**config.mk**
```make
export PLATFORM = sky130hd
export DESIGN_NAME = rpa_ctrl_flat
export DESIGN_NICKNAME = d
export VERILOG_FILES = /design/src/rpa_pkg.sv /design/src/rpa_if.sv /design/src/rpa_ctrl.sv /design/src/flat_wrapper.sv
export SDC_FILE = /design/constraint.sdc
export NUM_CORES = 1
export LEC_CHECK = 0
export ABC_AREA = 1
export ABC_CLOCK_PERIOD_IN_PS = 3850
export BUFFER_PORTS_ARGS = -buffer_cell sky130_fd_sc_hd__buf_2
export CAP_MARGIN = 40
export CORE_MARGIN = 3
export CORE_UTILIZATION = 50
export DETAILED_ROUTE_END_ITERATION = 12
export HOLD_SLACK_MARGIN = 0.12
export PLACE_DENSITY_LB_ADDON = 0.25
export SYNTH_ARGS = -nofsm -noshare
export SYNTH_HDL_FRONTEND = slang
export SYNTH_SLANG_ARGS = --single-unit
```
**constraint.sdc**
```tcl
create_clock -name clk -period 3.85 [get_ports clk]
set_clock_uncertainty 0.2 [all_clocks]
set_input_delay 0.385 -clock clk [delete_from_list [all_inputs] [get_ports clk]]
set_output_delay 0.385 -clock clk [all_outputs]
set_load 0.1 [all_outputs]
```
**src/rpa_pkg.sv**
```systemverilog
// ============================================================================
// rpa_pkg
// Shared widths, command and status codes, and controller states for the
// reference-counted page allocator.
// ============================================================================
`timescale 1ns / 1ps

package rpa_pkg;

  // Fixed field widths of the channels
  localparam int ADDR_W   = 27;
  localparam int CMD_W    = 3;
  localparam int STATUS_W = 3;
  localparam int RCOUNT_W = 8;
  localparam int FREE_W   = 16;

  // Command codes
  localparam logic [CMD_W-1:0] CMD_ALLOC = 3'd0;
  localparam logic [CMD_W-1:0] CMD_FREE  = 3'd1;
  localparam logic [CMD_W-1:0] CMD_ADD   = 3'd2;
  localparam logic [CMD_W-1:0] CMD_DROP  = 3'd3;
  localparam logic [CMD_W-1:0] CMD_INIT  = 3'd4;

  // Status codes
  localparam logic [STATUS_W-1:0] ST_OK        = 3'd0;
  localparam logic [STATUS_W-1:0] ST_EMPTY     = 3'd1;
  localparam logic [STATUS_W-1:0] ST_BAD_ADDR  = 3'd2;
  localparam logic [STATUS_W-1:0] ST_UNDERFLOW = 3'd3;
  localparam logic [STATUS_W-1:0] ST_OVERFLOW  = 3'd4;

  // Controller states
  typedef enum logic [1:0] {
    S_CLEAR,   // post-reset sweep zeroing the count memory
    S_IDLE,    // waiting for a command word
    S_INIT,    // walking the pool, pushing pages
    S_EXEC     // read data back, modify, write, load result
  } rpa_state_t;

endpackage

```
**src/rpa_if.sv**
```systemverilog
// ============================================================================
// rpa_if
// Valid/ready channel interfaces: command in, result out, configuration.
// ============================================================================
`timescale 1ns / 1ps

interface rpa_in_if import rpa_pkg::*; ();
  logic              valid;
  logic              ready;
  logic [CMD_W-1:0]  command;
  logic [ADDR_W-1:0] page_address;

  modport source (output valid, command, page_address, input ready);
  modport sink   (input valid, command, page_address, output ready);
endinterface

interface rpa_out_if import rpa_pkg::*; ();
  logic                valid;
  logic                ready;
  logic [STATUS_W-1:0] status;
  logic [ADDR_W-1:0]   result_address;
  logic [RCOUNT_W-1:0] ref_count;
  logic [FREE_W-1:0]   free_pages;

  modport source (output valid, status, result_address, ref_count, free_pages,
                  input ready);
  modport sink   (input valid, status, result_address, ref_count, free_pages,
                  output ready);
endinterface

interface rpa_cfg_if import rpa_pkg::*; ();
  logic              valid;
  logic              ready;
  logic [ADDR_W-1:0] data;

  modport source (output valid, data, input ready);
  modport sink   (input valid, data, output ready);
endinterface

```
**src/rpa_ctrl.sv**
```systemverilog
// ============================================================================
// rpa_ctrl
// Command sequencer: decodes a command word, issues memory reads, then
// modifies and writes back the count and stack memories and loads the
// result register.
// ============================================================================
`timescale 1ns / 1ps

module rpa_ctrl import rpa_pkg::*; #(
  parameter int PAGE_COUNT  = 32768,
  parameter int PAGE_BYTES  = 4096,
  parameter int COUNT_WIDTH = 8,
  localparam int IDX_W = $clog2(PAGE_COUNT),
  localparam int CNT_W = COUNT_WIDTH
) (
  input  logic              clk,
  input  logic              rst_n,
  rpa_in_if.sink            in_chan,
  rpa_out_if.source         out_chan,
  rpa_cfg_if.sink           cfg_chan,
  // count memory
  output logic              cnt_we,
  output logic [IDX_W-1:0]  cnt_waddr,
  output logic [CNT_W-1:0]  cnt_wdata,
  output logic              cnt_re,
  output logic [IDX_W-1:0]  cnt_raddr,
  input  logic [CNT_W-1:0]  cnt_rdata,
  // stack memory
  output logic              stk_we,
  output logic [IDX_W-1:0]  stk_waddr,
  output logic [IDX_W-1:0]  stk_wdata,
  output logic              stk_re,
  output logic [IDX_W-1:0]  stk_raddr,
  input  logic [IDX_W-1:0]  stk_rdata
);

  localparam int DEP_W = $clog2(PAGE_COUNT + 1);
  localparam int SH    = $clog2(PAGE_BYTES);
  localparam int PN_W  = ADDR_W - SH;        // page number taken from an address
  localparam int FST_W = ADDR_W + 1 - SH;    // rounded-up kernel end page
  localparam int CMP_W = ((PN_W > FST_W) ? PN_W : FST_W) > DEP_W ?
                         ((PN_W > FST_W) ? PN_W : FST_W) : DEP_W;

  rpa_state_t state_r, state_nxt;

  logic [IDX_W-1:0]    walk_r, walk_nxt;
  logic [DEP_W-1:0]    depth_r, depth_nxt;
  logic [ADDR_W-1:0]   kend_r;
  logic                out_valid_r, out_valid_nxt;

  // latched command word
  logic [CMD_W-1:0]    cmd_r;
  logic [ADDR_W-1:0]   addr_r;
  logic [IDX_W-1:0]    pidx_r;
  logic                range_r;
  logic                free_bad_r;

  // result register
  logic [STATUS_W-1:0] status_r, status_nxt;
  logic [ADDR_W-1:0]   res_addr_r, res_addr_nxt;
  logic [RCOUNT_W-1:0] rcount_r, rcount_nxt;
  logic [FREE_W-1:0]   free_r, free_nxt;

  logic                in_ready;
  logic                in_acc;
  logic                out_free;
  logic                commit;
  logic                last_page;
  logic                init_has_pages;

  logic [PN_W-1:0]     in_pn;
  logic                in_range;
  logic                in_free_bad;
  logic [ADDR_W:0]     kend_sum;
  logic [FST_W-1:0]    first_page;

  logic [CNT_W-1:0]    cnt_dec;
  logic [CNT_W-1:0]    cnt_inc;
  logic                stack_empty;
  logic                stack_full;

  // --------------------------------------------------------------------------
  // Decode of the incoming word and of the init range
  // --------------------------------------------------------------------------
  assign in_pn       = in_chan.page_address[ADDR_W-1:SH];
  assign in_range    = CMP_W'(in_pn) < CMP_W'(PAGE_COUNT);
  assign in_free_bad = !in_range || (in_chan.page_address[SH-1:0] != '0) ||
                       (in_chan.page_address < kend_r);

  assign kend_sum       = (ADDR_W+1)'(kend_r) + (ADDR_W+1)'(PAGE_BYTES - 1);
  assign first_page     = kend_sum[ADDR_W:SH];
  assign init_has_pages = CMP_W'(first_page) < CMP_W'(PAGE_COUNT);

  assign in_acc    = in_chan.valid && in_ready;
  assign out_free  = !out_valid_r || out_chan.ready;
  assign last_page = (walk_r == IDX_W'(PAGE_COUNT - 1));

  assign cnt_dec     = cnt_rdata - CNT_W'(1);
  assign cnt_inc     = cnt_rdata + CNT_W'(1);
  assign stack_empty = (depth_r == '0);
  assign stack_full  = (depth_r == DEP_W'(PAGE_COUNT));

  // --------------------------------------------------------------------------
  // Next state
  // --------------------------------------------------------------------------
  always_comb begin
    state_nxt = state_r;
    unique case (state_r)
      S_CLEAR: begin
        if (last_page) state_nxt = S_IDLE;
      end
      S_IDLE: begin
        if (in_acc) begin
          if (in_chan.command == CMD_INIT && init_has_pages) state_nxt = S_INIT;
          else state_nxt = S_EXEC;
        end
      end
      S_INIT: begin
        if (last_page) state_nxt = S_EXEC;
      end
      S_EXEC: begin
        if (out_free) state_nxt = S_IDLE;
      end
      default: state_nxt = S_IDLE;
    endcase
  end

  // --------------------------------------------------------------------------
  // Outputs: handshakes, memory ports, read-modify-write and result
  // --------------------------------------------------------------------------
  always_comb begin
    in_ready      = 1'b0;
    commit        = 1'b0;
    cnt_we        = 1'b0;
    cnt_waddr     = pidx_r;
    cnt_wdata     = '0;
    cnt_re        = 1'b0;
    cnt_raddr     = IDX_W'(in_pn);
    stk_we        = 1'b0;
    stk_waddr     = IDX_W'(depth_r);
    stk_wdata     = pidx_r;
    stk_re        = 1'b0;
    stk_raddr     = IDX_W'(depth_r - DEP_W'(1));
    walk_nxt      = walk_r;
    depth_nxt     = depth_r;
    status_nxt    = ST_OK;
    res_addr_nxt  = addr_r;
    rcount_nxt    = '0;
    unique case (state_r)
      S_CLEAR: begin
        cnt_we    = 1'b1;
        cnt_waddr = walk_r;
        walk_nxt  = walk_r + IDX_W'(1);
      end
      S_IDLE: begin
        in_ready = 1'b1;
        if (in_acc) begin
          cnt_re = 1'b1;
          stk_re = (in_chan.command == CMD_ALLOC) && !stack_empty;
          if (in_chan.command == CMD_INIT) begin
            depth_nxt = '0;
            walk_nxt  = IDX_W'(first_page);
          end
        end
      end
      S_INIT: begin
        // push walk_r and zero its count
        cnt_we    = 1'b1;
        cnt_waddr = walk_r;
        stk_we    = 1'b1;
        stk_wdata = walk_r;
        depth_nxt = depth_r + DEP_W'(1);
        walk_nxt  = walk_r + IDX_W'(1);
      end
      S_EXEC: begin
        commit = out_free;
        case (cmd_r)
          CMD_ALLOC: begin
            if (stack_empty) begin
              status_nxt   = ST_EMPTY;
              res_addr_nxt = '0;
            end else begin
              cnt_we       = commit;
              cnt_waddr    = stk_rdata;
              cnt_wdata    = CNT_W'(1);
              depth_nxt    = commit ? depth_r - DEP_W'(1) : depth_r;
              res_addr_nxt = ADDR_W'({stk_rdata, {SH{1'b0}}});
              rcount_nxt   = RCOUNT_W'(1);
            end
          end
          CMD_FREE: begin
            if (free_bad_r) begin
              status_nxt = ST_BAD_ADDR;
            end else if (cnt_rdata == '0) begin
              status_nxt = ST_UNDERFLOW;
            end else begin
              cnt_we     = commit;
              cnt_wdata  = cnt_dec;
              rcount_nxt = RCOUNT_W'(cnt_dec);
              // last reference gone: page goes back on the stack unless the stack is full
              if (cnt_dec == '0 && !stack_full) begin
                stk_we    = commit;
                depth_nxt = commit ? depth_r + DEP_W'(1) : depth_r;
              end
            end
          end
          CMD_ADD: begin
            if (!range_r) begin
              status_nxt = ST_BAD_ADDR;
            end else if (cnt_rdata == '1) begin
              status_nxt = ST_OVERFLOW;
              rcount_nxt = RCOUNT_W'(cnt_rdata);
            end else begin
              cnt_we     = commit;
              cnt_wdata  = cnt_inc;
              rcount_nxt = RCOUNT_W'(cnt_inc);
            end
          end
          CMD_DROP: begin
            if (!range_r) begin
              status_nxt = ST_BAD_ADDR;
            end else if (cnt_rdata == '0) begin
              status_nxt = ST_UNDERFLOW;
            end else begin
              cnt_we     = commit;
              cnt_wdata  = cnt_dec;
              rcount_nxt = RCOUNT_W'(cnt_dec);
            end
          end
          CMD_INIT: begin
            rcount_nxt = '0;
          end
          default: begin
            // unused codes only report the count
            rcount_nxt = range_r ? RCOUNT_W'(cnt_rdata) : '0;
          end
        endcase
      end
      default: ;
    endcase
    free_nxt = FREE_W'(depth_nxt);
  end

  // result register valid
  always_comb begin
    out_valid_nxt = out_valid_r;
    if (commit) out_valid_nxt = 1'b1;
    else if (out_chan.ready) out_valid_nxt = 1'b0;
  end

  // --------------------------------------------------------------------------
  // Control registers
  // --------------------------------------------------------------------------
  always_ff @(posedge clk) begin
    if (!rst_n) begin
      state_r     <= S_CLEAR;
      walk_r      <= '0;
      depth_r     <= '0;
      kend_r      <= '0;
      out_valid_r <= 1'b0;
    end else begin
      state_r     <= state_nxt;
      walk_r      <= walk_nxt;
      depth_r     <= depth_nxt;
      out_valid_r <= out_valid_nxt;
      if (cfg_chan.valid) kend_r <= cfg_chan.data;
    end
  end

  // Payload registers
  always_ff @(posedge clk) begin
    if (in_acc) begin
      cmd_r      <= in_chan.command;
      addr_r     <= in_chan.page_address;
      pidx_r     <= IDX_W'(in_pn);
      range_r    <= in_range;
      free_bad_r <= in_free_bad;
    end
    if (commit) begin
      status_r   <= status_nxt;
      res_addr_r <= res_addr_nxt;
      rcount_r   <= rcount_nxt;
      free_r     <= free_nxt;
    end
  end

  assign in_chan.ready           = in_ready;
  assign cfg_chan.ready          = 1'b1;
  assign out_chan.valid          = out_valid_r;
  assign out_chan.status         = status_r;
  assign out_chan.result_address = res_addr_r;
  assign out_chan.ref_count      = rcount_r;
  assign out_chan.free_pages     = free_r;

endmodule

```
**src/flat_wrapper.sv**
```systemverilog
// flat-port wrapper written by rule: the top's interface ports become plain ports
module rpa_ctrl_flat import rpa_pkg::*;
#(
  parameter int PAGE_COUNT  = 32768,
  parameter int PAGE_BYTES  = 4096,
  parameter int COUNT_WIDTH = 8,
  localparam int IDX_W = $clog2(PAGE_COUNT),
  localparam int CNT_W = COUNT_WIDTH
)
  (clk, rst_n, cnt_we, cnt_waddr, cnt_wdata, cnt_re, cnt_raddr, cnt_rdata, stk_we, stk_waddr, stk_wdata, stk_re, stk_raddr, stk_rdata, in_chan_valid, in_chan_command, in_chan_page_address, in_chan_ready, out_chan_valid, out_chan_status, out_chan_result_address, out_chan_ref_count, out_chan_free_pages, out_chan_ready, cfg_chan_valid, cfg_chan_data, cfg_chan_ready);
  rpa_in_if in_chan_i ();
  rpa_out_if out_chan_i ();
  rpa_cfg_if cfg_chan_i ();
  input  logic clk;
  input  logic rst_n;
  output logic cnt_we;
  output logic [IDX_W-1:0] cnt_waddr;
  output logic [CNT_W-1:0] cnt_wdata;
  output logic cnt_re;
  output logic [IDX_W-1:0] cnt_raddr;
  input  logic [CNT_W-1:0] cnt_rdata;
  output logic stk_we;
  output logic [IDX_W-1:0] stk_waddr;
  output logic [IDX_W-1:0] stk_wdata;
  output logic stk_re;
  output logic [IDX_W-1:0] stk_raddr;
  input  logic [IDX_W-1:0] stk_rdata;
  input wire logic [$bits(in_chan_i.valid)-1:0] in_chan_valid;
  input wire logic [$bits(in_chan_i.command)-1:0] in_chan_command;
  input wire logic [$bits(in_chan_i.page_address)-1:0] in_chan_page_address;
  output wire logic [$bits(in_chan_i.ready)-1:0] in_chan_ready;
  output wire logic [$bits(out_chan_i.valid)-1:0] out_chan_valid;
  output wire logic [$bits(out_chan_i.status)-1:0] out_chan_status;
  output wire logic [$bits(out_chan_i.result_address)-1:0] out_chan_result_address;
  output wire logic [$bits(out_chan_i.ref_count)-1:0] out_chan_ref_count;
  output wire logic [$bits(out_chan_i.free_pages)-1:0] out_chan_free_pages;
  input wire logic [$bits(out_chan_i.ready)-1:0] out_chan_ready;
  input wire logic [$bits(cfg_chan_i.valid)-1:0] cfg_chan_valid;
  input wire logic [$bits(cfg_chan_i.data)-1:0] cfg_chan_data;
  output wire logic [$bits(cfg_chan_i.ready)-1:0] cfg_chan_ready;
  assign in_chan_i.valid = in_chan_valid;
  assign in_chan_i.command = in_chan_command;
  assign in_chan_i.page_address = in_chan_page_address;
  assign in_chan_ready = in_chan_i.ready;
  assign out_chan_valid = out_chan_i.valid;
  assign out_chan_status = out_chan_i.status;
  assign out_chan_result_address = out_chan_i.result_address;
  assign out_chan_ref_count = out_chan_i.ref_count;
  assign out_chan_free_pages = out_chan_i.free_pages;
  assign out_chan_i.ready = out_chan_ready;
  assign cfg_chan_i.valid = cfg_chan_valid;
  assign cfg_chan_i.data = cfg_chan_data;
  assign cfg_chan_ready = cfg_chan_i.ready;
  rpa_ctrl #(.PAGE_COUNT(PAGE_COUNT), .PAGE_BYTES(PAGE_BYTES), .COUNT_WIDTH(COUNT_WIDTH)) u_core (.clk(clk), .rst_n(rst_n), .in_chan(in_chan_i), .out_chan(out_chan_i), .cfg_chan(cfg_chan_i), .cnt_we(cnt_we), .cnt_waddr(cnt_waddr), .cnt_wdata(cnt_wdata), .cnt_re(cnt_re), .cnt_raddr(cnt_raddr), .cnt_rdata(cnt_rdata), .stk_we(stk_we), .stk_waddr(stk_waddr), .stk_wdata(stk_wdata), .stk_re(stk_re), .stk_raddr(stk_raddr), .stk_rdata(stk_rdata));
endmodule
```
==> run_results.csv <==
group,metric,value,unit
drt,wl_per_cell,18.3,um
synthesis,syn_nets,1454,
clock_tree,htree_levels,4,
clock_tree,cts_tree,"done",
placed_design,place_ws,0.509,ns
synthesis,ys_seq_area_share,38.7,%
cells_and_area,layout-drive-gt1-share,21.4,%
placed_design,place_congestion,0.968,
global_route,use_met1,38.7,%
die,ios,229,
cells_and_area,final_area,0.0125,mm2
die,die_w,146,um
global_route,grt_overflow,0,
sta,period_share,93.4,%
drt,drt_first_pass_iters,6,
setup_path,required,3.26,ns
synthesis,syn-cell-area,0.00976,mm2
clock_tree,clk_latency,0.43,ns
synthesis,yosysUniqueCellTypes,51,
drt,wirelength,33.8,mm
power,power.total,11200,uW
drt,drc,0,
sta,grt_setup_unrepaired,"no",
synthesis,synth_ff_type,"edfxtp_1",
power,peakVddDrop,668,uV
synthesis,yosysMostFrequentCell,"nand2_1",
global_route,top_usage_layer,"met2",
setup_path,cp_max_fo,17,
synthesis,synth_area_leaders,"edfxtp_1, dfxtp_1, nand2_1, inv_1, a21oi_1",
clock_tree,clk_pin_slew_worst_paths,0.07,ns
placed_design,hpwl,24.5,mm
drt,drtIter0Drc,1236,
setup_path,crit_path_start_kind,"flop",
setup_path,crit_arrival,3.01,ns
global_route,met2_usage,53.0,%
global_route,antenna_found_initial,0,
die,rows,50,
synthesis,synth.avg_cell_area,7.33,um2
synthesis,synth.top_cell.area_share,26.2,%
synthesis,yosys_warnings,0,
global_route,grt_pass1_vias,9822,
sta,max_freq,278,MHz
setup_path,criticalPathCategory,"flop to primary output",
setup_path,critPathCaptureType,"primary output",
sta,drv_slew,0,
sta,period_minus_slack,3.60,ns
cells_and_area,syn_to_final_growth,28.2,%
sta,maxSlewHeadroom,59.1,%
drt,vias,10400,
cells_and_area,nets,1702,
sta,tightest_slew,0.614,ns
global_route,grt_use_total,31.0,%
synthesis,ys_ff_latch,146,
sta,fin_hold_ws,0.135,ns
hold_path,min_path_cells,3,
status,outcome,"complete, no violations",
global_route,grt_max_degree,55,
sta,setup_viol,0,
clock_tree,root_buffer,"clkbuf_16",
clock_tree,clockBufferDepth,2,
run,maxCapViolations,0,
synthesis,async_flop_share,0,%
cells_and_area,antenna_cells,0,
placed_design,postPlaceCellArea,0.0113,mm2
synthesis,synth_top_area_cell,"edfxtp_1",
placed_design,port_buffers,227,
die,core-area,0.0190,mm2
synthesis,syn_inst,1331,
clock_tree,clock-sinks,146,
sta,hold_viol,0,
global_route,grt_pass1_wl,52.5,mm
die,start_util,51.5,%
drt,viasPerCell,5.61,
global_route,met3_usage,7.10,%
synthesis,synthTopCellsByCount,"nand2_1, inv_1, nor2_1, a21oi_1, o21ai_0",
cells_and_area,utilization,66.0,%
sta,fin_ws,0.255,ns
die,die_height,146,um
clock_tree,numCtsBuffers,17,
power,power.static_leakage,0.00561,uW
hold_path,hp-class,"primary input to flop",
setup_path,ff2ff_path_depth,8,
synthesis,synth_edf_count,85,
power,power_density,894,mW/mm2
drt,drtAntennaViolNets,0,
die,die_area,0.0212,mm2
[through the flow]
step                      TNS [ns]  instances
after CTS                        0       1850
final                            0       1852
after global routing             0       1852
after floorplan              -1.06       1331
after detailed placement         0       1759
after global placement           0       1758
[placed cells by master, fill, tap and decap left out, types with 2 or more instances in the layout]
cell type and instances:
o21ai_1 8, a21oi_1 114, nand2_4 2, nand2_2 2, inv_2 6, o2111ai_1 4, o22ai_1 3, o221ai_1 4
nand3b_1 2, dfxtp_1 61, xor2_1 23, a32oi_2 12, xnor2_1 4, nand3_1 104, a211oi_1 7, nand2_1 242
edfxtp_1 85, a21oi_2 2, o21ai_2 3, dlygate4sd3_1 59, buf_12 15, clkbuf_16 19, nor3_1 14, ha_1 38
clkinv_1 5, a221oi_1 3, o21ai_0 112, inv_6 6, buf_4 27, inv_8 3, inv_1 173, buf_2 214
nor2_1 133, a31oi_1 8, nor2_2 9, nand4_1 17, nor4_1 8, nor2_4 8, o211ai_1 12, inv_4 2
[worst max-delay path, cell delays in order (launching register included)]
cell and delay, ns:
dfxtp_1 0.40, inv_2 0.18, ha_1 0.20, nand2_1 0.06, nor2_1 0.15, nand2_1 0.13
inv_1 0.12, nor2_2 0.04, buf_4 0.22, clkinvlp_4 0.17, buf_12 0.14, nand3_1 0.09
a32oi_2 0.21, buf_2 0.46
[cell families after synthesis]
family / count (synthesis) / share of synthesized area [%]
and+or+nand+nor: 550 / 24.8
AOI/OAI and AO/OA: 297 / 17.1
buffers and inverters: 272 / 12.1
DFF: 146 / 38.7
adders and majority gates: 38 / 4.87
xor gates and xnor gates: 27 / 2.42
other: 1 / 0.0384
[power by group]
group | internal [uW] | leakage (uW) | total [uW] | switching (uW)
Sequential | 1870 | 0.00127 | 2150 | 277
Clock | 935 | 0.000299 | 1690 | 753
Combinational | 1450 | 0.00405 | 7340 | 5890
Total | 4250 | 0.00561 | 11200 | 6920
[layer usage]
layer / wire length (um) / share of wire, % / vias up
li1: - / - / 4947
met3: 3070 / 9.1 / 103
met4: 1140 / 3.4 / 0
met1: 13200 / 39 / 4738
met5: 0 / 0 / -
met2: 16400 / 48 / 609
[state kept, by name, indices dropped and copies added, names as in the netlist]
| signal | flops |
|---|---|
| u_core.out_chan.free_pages | 16 |
| u_core.out_chan.status | 3 |
| u_core.cmd_r | 3 |
| u_core.walk_r | 15 |
| u_core.out_chan.valid | 1 |
| u_core.addr_r | 12 |
| u_core.out_chan.result_address | 27 |
| u_core.free_bad_r | 1 |
| u_core.state_r | 2 |
| u_core.pidx_r | 15 |
| u_core.depth_r | 16 |
| u_core.out_chan.ref_count | 8 |
| u_core.kend_r | 27 |
[final cells by class]
cell class / instances / area, um2
fillers: 1606 / 6450
multi-input cells: 913 / 4920
flip-flops and latches: 146 / 3770
repair buffers: 316 / 2190
inverters: 185 / 698
clock buffers: 19 / 475
well taps: 260 / 325
clock inverters: 13 / 124
[path summary, 6_finish.rpt]
check,slack (ns),to,start
worst max-delay path,0.25,cnt_waddr[5],u_core.depth_r[0]
worst min-delay path,0.14,u_core.out_chan.result_address[14],stk_rdata[2]
worst max register to register,0.71,u_core.depth_r[0],u_core.state_r[0]
worst min register to register,0.31,u_core.kend_r[10],u_core.kend_r[10]
[what timing repair did]
action / 4_1_cts / 5_1_grt
hold buffers: 59 / 0
gates resized for setup: 0 / 1
buffers inserted: 0 / 2
setup endpoints to repair: 0 / 14
endpoints found under the hold margin: 59 / 0
Power figures use the tool's default switching activity.
